$ cat src/rtl/core/assert_macros.svh
// assertion macros for the rtl, used by the stack unit top level
`ifndef ASSERT_MACROS_SVH
`define ASSERT_MACROS_SVH

// property must hold on every rising clock edge outside reset
`define TMS_ASSERT(label, clk, rst, prop) \
  label: assert property (@(posedge clk) disable iff (rst) prop) \
    else $error("tms assertion failed");

// condition must never be true outside reset
`define TMS_NEVER(label, clk, rst, cond) \
  label: assert property (@(posedge clk) disable iff (rst) !(cond)) \
    else $error("tms forbidden condition seen");

`endif

$ cat src/rtl/core/tms_ram.sv
// generic single-clock ram, one write port and one registered read port
module tms_ram #(
  parameter int unsigned WIDTH = 32,
  parameter int unsigned DEPTH = 16,
  localparam int unsigned AW = (DEPTH > 1) ? $clog2(DEPTH) : 1
) (
  input  logic             clk,
  input  logic             we,
  input  logic [AW-1:0]    waddr,
  input  logic [WIDTH-1:0] wdata,
  input  logic [AW-1:0]    raddr,
  output logic [WIDTH-1:0] rdata
);

  logic [WIDTH-1:0] mem [DEPTH];

  always_ff @(posedge clk) begin
    if (we) begin
      mem[waddr] <= wdata;
    end
    rdata <= mem[raddr];
  end

endmodule

$ cat config.mk
export PLATFORM = sky130hd
export DESIGN_NAME = tms_ram
export DESIGN_NICKNAME = d
export VERILOG_FILES = /design/src/rtl/core/assert_macros.svh /design/src/rtl/core/tms_ram.sv
export SDC_FILE = /design/constraint.sdc
export NUM_CORES = 1
export LEC_CHECK = 0
export BUFFER_PORTS_ARGS = -buffer_cell sky130_fd_sc_hd__buf_4
export CAP_MARGIN = 5
export CORE_MARGIN = 2
export CORE_UTILIZATION = 43
export CTS_CLUSTER_SIZE = 30
export DETAILED_ROUTE_END_ITERATION = 8
export GPL_TIMING_DRIVEN = 0
export SLEW_MARGIN = 20
export SYNTH_ARGS = -nofsm -noshare
export SYNTH_HDL_FRONTEND = slang
export SYNTH_SLANG_ARGS = --single-unit
$ cat constraint.sdc
create_clock -name clk -period 5.11 [get_ports clk]
set_input_delay 0.511 -clock clk [delete_from_list [all_inputs] [get_ports clk]]
set_output_delay 0.511 -clock clk [all_outputs]
set_load 0.01 [all_outputs]
# --- Yosys cells after proc, flatten, opt, wreduce, memory -nomap -nowiden ---
# Memory sizes are Yosys's and may differ from the RTL's. A register that Yosys moved wholly into a read port is not among the register bits.
# Index checks and enable logic that the tools add are counted.
classes:
  muxes: 2
op_table:
  columns: ["op", "count"]
  rows:
  - ["$mux W1", 2]
word_totals:
  memories: 1
  in_bits: 42
  ff_bits: 0
  word_cells: 3
  ram_bits: 512
mem_list:
  columns: ["name", "words", "width", "read_ports", "rd_ports_with_merged_regs", "wr", "line", "text"]
  rows:
  - ["mem", 16, 32, 1, 1, 1, "tms_ram.sv:15", "logic [WIDTH-1:0] mem [DEPTH];"]

# --- Logic depth before layout (Yosys ltp) ---
# Gate-level depths: netlist of the first run.
depth:
  ltp_word: 2
  mapped_depth: 5

# --- Least setup slack after synthesis of the first run ---
# No wires, ideal clock.
synth_path:
  path_kind: "input to register"
  start: "in waddr[2]"
  end: "mem mem[0][0] (enable)"
  setup_time_ns: 0.461
  arrival_time_ns: 3.229
  path_slack_ns: 1.419
  cell_stages: 2
  required_time_ns: 4.649
  n_path_buf: 0
  cell_sequence: "or3b_2 -> nor3_1"
synth_lines:
  columns: ["element", "line", "text"]
  rows:
  - ["start, declared", "tms_ram.sv:9", "input logic [AW-1:0] waddr,"]
  - ["end, declared", "tms_ram.sv:15", null]
# No word-level cell before the write port.

# --- Final worst setup path of the first run ---
layout_path:
  start: "in waddr[2]"
  end: "mem mem[0][4] (enable)"
# No word-level cell before the write port.

==> results.ini, run 1 <==
[global_routing]
grt_start_max_net_pins=19
grt_use_total=0.187
grt_pass1_vias=9534
grt_antenna_before_repair=0
grt_pass1_wl_um=63500
grt_overflow=0

[synthesis]
ys_types=18
synth_edf_count=512
postSynthAreaPerCell_um2=23.7
synth_top_area_share=0.774
yosys_warnings=0
synth_nets=880
synth_area_leaders=edfxtp_1, mux4_2, dfxtp_1
synth-seq-area-share=0.807
synthCells=838
yosysTopAreaCell=edfxtp_1
synth_flop_cell=edfxtp_1
synth-async-reset-ratio=0
synth-seq-cells=544
syn_area_mm2=0.0199

[worst_setup_path]
crit_type=primary input to flop
crit_arrival_ns=2.56
worstPathRequired_ns=5.38
crit_path_end_kind=flop
startpoint_type=primary input
crit_fanout=7
rr_worst_depth=3

[outcome]
status=finished, final reports clean

[route]
drc=0
antenna_left=0
avgRoutedWirePerCell_um=26.4
vias=9257
wl_um=43500
viasPerCell=5.62
drtIter0Drc=863
drt_first_pass_iters=5

[floorplanning]
die-height_um=219
initial_core_util=0.437
die_area_mm2=0.0479
die_x_um=219
ios=74
core_mm2=0.0455
rows=78

[sta]
worst_pin_slew_ns=0.963
finalCritPeriodShare=0.447
hold_violations=0
drv_slew=0
relSlewSlack=0.358
fmax_mhz=438
finClkSkew_ns=0.0231
worst_slack_ns=2.82
post-route-min-period_ns=2.29
rsz0062_at_grt=no
tns_ns=0
setup_violations=0

[clock_network]
cts_root_buf=clkbuf_16
clk_path_buf_depth=3
cts_setup_buffers=0
cts_buffers=54
cts_tree=built
cts.sinks=544
ctsHoldBuffers=0
clk_latency_ns=0.60
clkTransAtPathRegs_ns=0.06
post_cts_resized=0
htreeDepth=2

[placed_design]
dpl.hpwl_um=27200
gp_routability_congestion=0.701
place_ws_ns=2.23
port_buffers=71

[flow_run]
cap_violations=0

[power_and_ir_drop]
power.density_mw_per_mm2=403
leakagePower_uw=0.00760
max-vdd-ir-drop_mv=0.277

[worst_hold_path]
holdCritPathClass=primary input to flop
whs_path_depth=1

[finish]
fin_nets=1042
syn_to_final_growth_pct=18.7
drive_above_1_share=0.330
num-fill-cells=3567
final_util=0.518

==> registers in the layout, indices dropped and copies added (netlist names) <==
signal / flops
rdata: 32
mem: 512
==> routing by layer <==
layer  track usage  part of all wire
met5             0                 0
met4        0.0786             0.034
met3        0.0274             0.056
met2         0.301              0.49
met1         0.256              0.42
==> layout make-up <==
| type | instances | area (um^2) | area share |
|---|---|---|---|
| buffer | 43 | 223 | 0.00945 |
| multi-input combinational | 251 | 3730 | 0.158 |
| clock buffer | 77 | 1510 | 0.0641 |
| timing repair buffer | 106 | 1060 | 0.0450 |
| antenna | 2 | 5.00 | 0.000212 |
| clock inverter | 24 | 269 | 0.0114 |
| tap | 600 | 751 | 0.0319 |
| sequential | 544 | 16000 | 0.680 |
==> metrics by stage <==
step                      hold WS (ns)  power (uW)  std cells  instance area [um^2]
after floorplan                  0.610        5360        838                 19900
after global placement           0.658        5590       1509                 21100
final                            0.218        9490       1647                 23600
after global routing             0.199        9760       1645                 23600
after CTS                        0.180        9570       1645                 23600
after detailed placement         0.654        5610       1544                 21800
==> placed cells by master, fill, tap and decap left out, drive strengths merged, types with 4 or more instances in the layout <==
master	count
a22oi	64
dfxtp	32
buf	132
nand2	33
mux4	128
nor2	13
nor3	4
edfxtp	512
bufinv	6
clkbuf	94
clkinv	17
==> cells by family after synthesis <==
logic type | Yosys count | share of synthesized area
multiplexers | 128 | 0.145
flip-flops | 544 | 0.807
AND/OR/NAND/NOR | 59 | 0.0127
buffers and inverters | 43 | 0.0112
AO/OA/AOI/OAI | 64 | 0.0242
==> final timing paths <==
path | from | end | slack, ns
setup / recovery | waddr[2] | mem[0][4] | 2.82
hold / removal | wdata[27] | mem[14][27] | 0.22
setup reg to reg | mem[10][16] | rdata[16] | 3.63
hold reg to reg | mem[15][6] | rdata[6] | 0.67
==> Yosys cell counts (4+ instances only) <==
library cell,number
a22oi_1,64
buf_1,9
buf_2,4
buf_4,11
clkbuf_1,17
dfxtp_1,32
edfxtp_1,512
mux4_2,128
nand2_1,33
nor2_1,13
nor3_1,4
==> where the power goes <==
part | switching (uW) | internal, uW | total [uW]
logic | 283 | 216 | 499
clock network | 1620 | 2350 | 3980
registers | 24.5 | 4990 | 5010
total | 1930 | 7550 | 9490
==> critical path, stage by stage <==
cell	delay, ns
buf_4	0.12
or3b_2	0.59
nor3_2	0.65
buf_6	0.25
buf_4	0.21
buf_4	0.22
No activity file was read; power rests on OpenSTA's default activity.
==> run 2: changes to the inputs <==
Settings changed: ABC_AREA from default to 1.
Clock period 5.11 ns to 2.3 ns, I/O delays scaled along.
==> run 2 against run 1 <==
- clock-buffer cell count down 3
- largest power group unchanged
- worst hold slack worse by 0.056 ns
- via count up 66%
- synthesized cell count rose to 2.5 times the previous value
- combinational power rose to 3.2 times the previous value
- first-iteration DRC count up 87%
- non-clock buffer count up 81
- global-route usage up 4.8 points
- sequential share of layout area down 8.5 points
- worst setup slack worse by 2.1 ns
- cell area up 14%
- routed wire length up 46%
==> results.ini, run 2 <==
[sta]
fmax_mhz=644
hold_violations=0  ; unchanged
finClkSkew_ns=0.0137  ; -0.00931 ns
worst_slack_ns=0.748  ; -2.08 ns
rsz0062_at_grt=no
setup_violations=0  ; unchanged
relSlewSlack=0.263  ; -0.0950
hold_ws_ns=0.161  ; -0.0564 ns
drv_slew=0  ; unchanged
finalCritPeriodShare=0.675
worst_pin_slew_ns=1.11  ; +0.142 ns
post-route-min-period_ns=1.55

[route]
avgRoutedWirePerCell_um=20.9  ; -21%
vias=15400  ; +66%
viasPerCell=5.07  ; -9.8%
drc=0  ; unchanged
wl_um=63300  ; +46%
antenna_left=0  ; unchanged
drt_first_pass_iters=6  ; +1
drtIter0Drc=1613  ; +87%

[synthesis]
synth.most_common_cell=nand2_1
syn_area_mm2=0.0227  ; +14%
yosysTopAreaCell=edfxtp_1
synth-async-reset-ratio=0  ; unchanged
synthCells=2120  ; +150%
synth_edf_count=512  ; unchanged
postSynthAreaPerCell_um2=10.7  ; -55%
synth-seq-area-share=0.705  ; -0.102
ys_types=15  ; -3
synth-seq-cells=544  ; unchanged
yosys-top-cells-count=nand2_1, edfxtp_1, inv_1
synth_top_area_share=0.676  ; -0.0980
synth_area_leaders=edfxtp_1, nand2_1, nand3_1
synth_nets=2162  ; +150%
yosys_warnings=0  ; unchanged
synth_flop_cell=edfxtp_1

[finish]
final_cell_mix=nand2_1, edfxtp_1, inv_1
largestRegisters=mem x512, rdata x32
n_antenna_cell=0  ; -2
largest_reg_flops=512  ; unchanged
final-instance-count-excl-fill=3035  ; +84%
fin_nets=2344  ; +120%
top_register=mem
syn_to_final_growth_pct=18.5
drive_above_1_share=0.116  ; -0.214
final_common_cell=nand2_1

[global_routing]
grt_start_max_net_pins=19  ; unchanged
grt.met2_usage=0.371  ; +0.0695
grt_overflow=0  ; unchanged
grt_pass1_vias=14700  ; +54%
gr-max-usage-layer=met2
met1_usage=0.324  ; +0.0679
grt_pass1_wl_um=92400  ; +46%
grt_use_total=0.234  ; +0.0478
grt_use_met3=0.0418  ; +0.0144
grt_antenna_before_repair=0  ; unchanged

[worst_setup_path]
rr_worst_depth=6  ; +3
crit_path_end_kind=flop
worstPathRequired_ns=2.60  ; -2.78 ns
startpoint_type=primary input
critPathMaxStageDelay_ns=0.80  ; +0.15 ns
critPathSlowestCell=nor2_4
crit_type=primary input to flop
r2r-start=mem[3][27]
crit_fanout=17  ; +10
r2r_end=rdata[27]
crit_arrival_ns=1.85  ; -0.71 ns
path_cells=buf_4, nand3b_1, nor2_4, buf_16
r2r_slack_ns=1.21  ; -2.42 ns

[worst_hold_path]
holdCritPathClass=primary input to flop
whs_path_depth=5  ; +4
min_to=rdata[1]
min_from=raddr[2]

[power_and_ir_drop]
switchingPower_uw=4880  ; +150%
swShare=0.224  ; +0.0209
power.density_mw_per_mm2=808  ; +100%
total_power_uw=21800  ; +130%
leakagePower_uw=0.0115  ; +51%
pwr-share-clk=0.414  ; -0.005
intPower_uw=16900  ; +120%
max-vdd-ir-drop_mv=0.555  ; +100%
p_comb_frac=0.074  ; +0.021
pwr-share-seq=0.512  ; -0.016

[placed_design]
port_buffers=71  ; unchanged
place_ws_ns=0.133  ; -2.09 ns
gp_routability_congestion=0.816  ; +17%
dpl.hpwl_um=40300  ; +48%
dp_cells=2901  ; +88%

[floorplanning]
die_area_mm2=0.0547  ; +14%
initial_core_util=0.433  ; -0.00314
die_x_um=234  ; +6.9%
core_mm2=0.0524  ; +15%
rows=84  ; +7.7%
die-height_um=234  ; +6.9%
ios=74  ; unchanged

[clock_network]
htreeDepth=2  ; unchanged
clk_path_buf_depth=3  ; unchanged
cts_root_buf=clkbuf_16
post_cts_resized=0  ; unchanged
cts_tree=built
clkTransAtPathRegs_ns=0.06  ; about the same
cts_buffers=55  ; +1.9%
clk_latency_ns=0.61  ; about the same
cts_setup_buffers=0  ; unchanged
cts.sinks=544  ; unchanged

[outcome]
status=finished, final reports clean

[flow_run]
cap_violations=0  ; unchanged

-- run 2: worst max-delay path by stage --
stage / start / endpoint / slack, ns
2_1_floorplan: waddr[2] / mem[10][0] / 0.08
3_3_place_gp: waddr[2] / mem[8][13] / -1.80
3_5_place_dp: waddr[2] / mem[9][15] / 0.13
4_1_cts: waddr[2] / mem[9][19] / 0.77
5_1_grt: waddr[2] / mem[9][19] / 0.68
6_report: waddr[2] / mem[9][19] / 0.75
-- run 2: logic make-up (layout without fill, tap and decap cells) --
logic type	after synthesis	in the layout	synth area share
simple gates	1081	1081	0.200
flops	544	544	0.705
buf+inv	495	722	0.0954
-- run 2: power by group through the flow --
stage          combinational, uW  clock (uW)  sequential, uW
6_report                    1610        9010           11100
3_5_place_dp                1560           0           11300
3_3_place_gp                1470           0           11400
2_1_floorplan                756           0           11400
5_1_grt                     1750        9500           11200
4_1_cts                     1610        9120           11100
-- run 2: worst max-delay path, delay by kind of cell --
| family | cells | cell delay [ns] |
|---|---|---|
| buf+inv | 2 | 0.39 |
| simple gates | 2 | 1.21 |
-- run 2: timing repair --
item                                    CTS  global route
hold endpoints to repair                512             0
endpoints found under the setup margin    0             0
hold buffers                             32             0
-- run 2: layout make-up --
class                      instances  area, um^2
fill                            4528       25500
sequential                       544       16000
multi-input combinational       1081        4670
clock buffer                      74        1550
inverter                         390        1470
timing repair buffer             125        1410
tap                              688         861
buffer                           105         702
clock inverter                    28         263
-- run 2: per-stage QoR --
stage | cell area [um^2] | utilization | TNS, ns
floorplan | 22700 | - | 0
global route | 26900 | 0.514 | 0
detailed placement | 24800 | 0.473 | 0
CTS | 26900 | 0.514 | 0
finish | 26900 | 0.514 | 0
global placement | 24100 | 0.460 | -829.11
-- run 2: metal layers --
metal / routed length [um] / share of wire
met1: 26600 / 0.42
met2: 28900 / 0.46
met3: 5590 / 0.088
met4: 2210 / 0.035
met5: 0 / 0
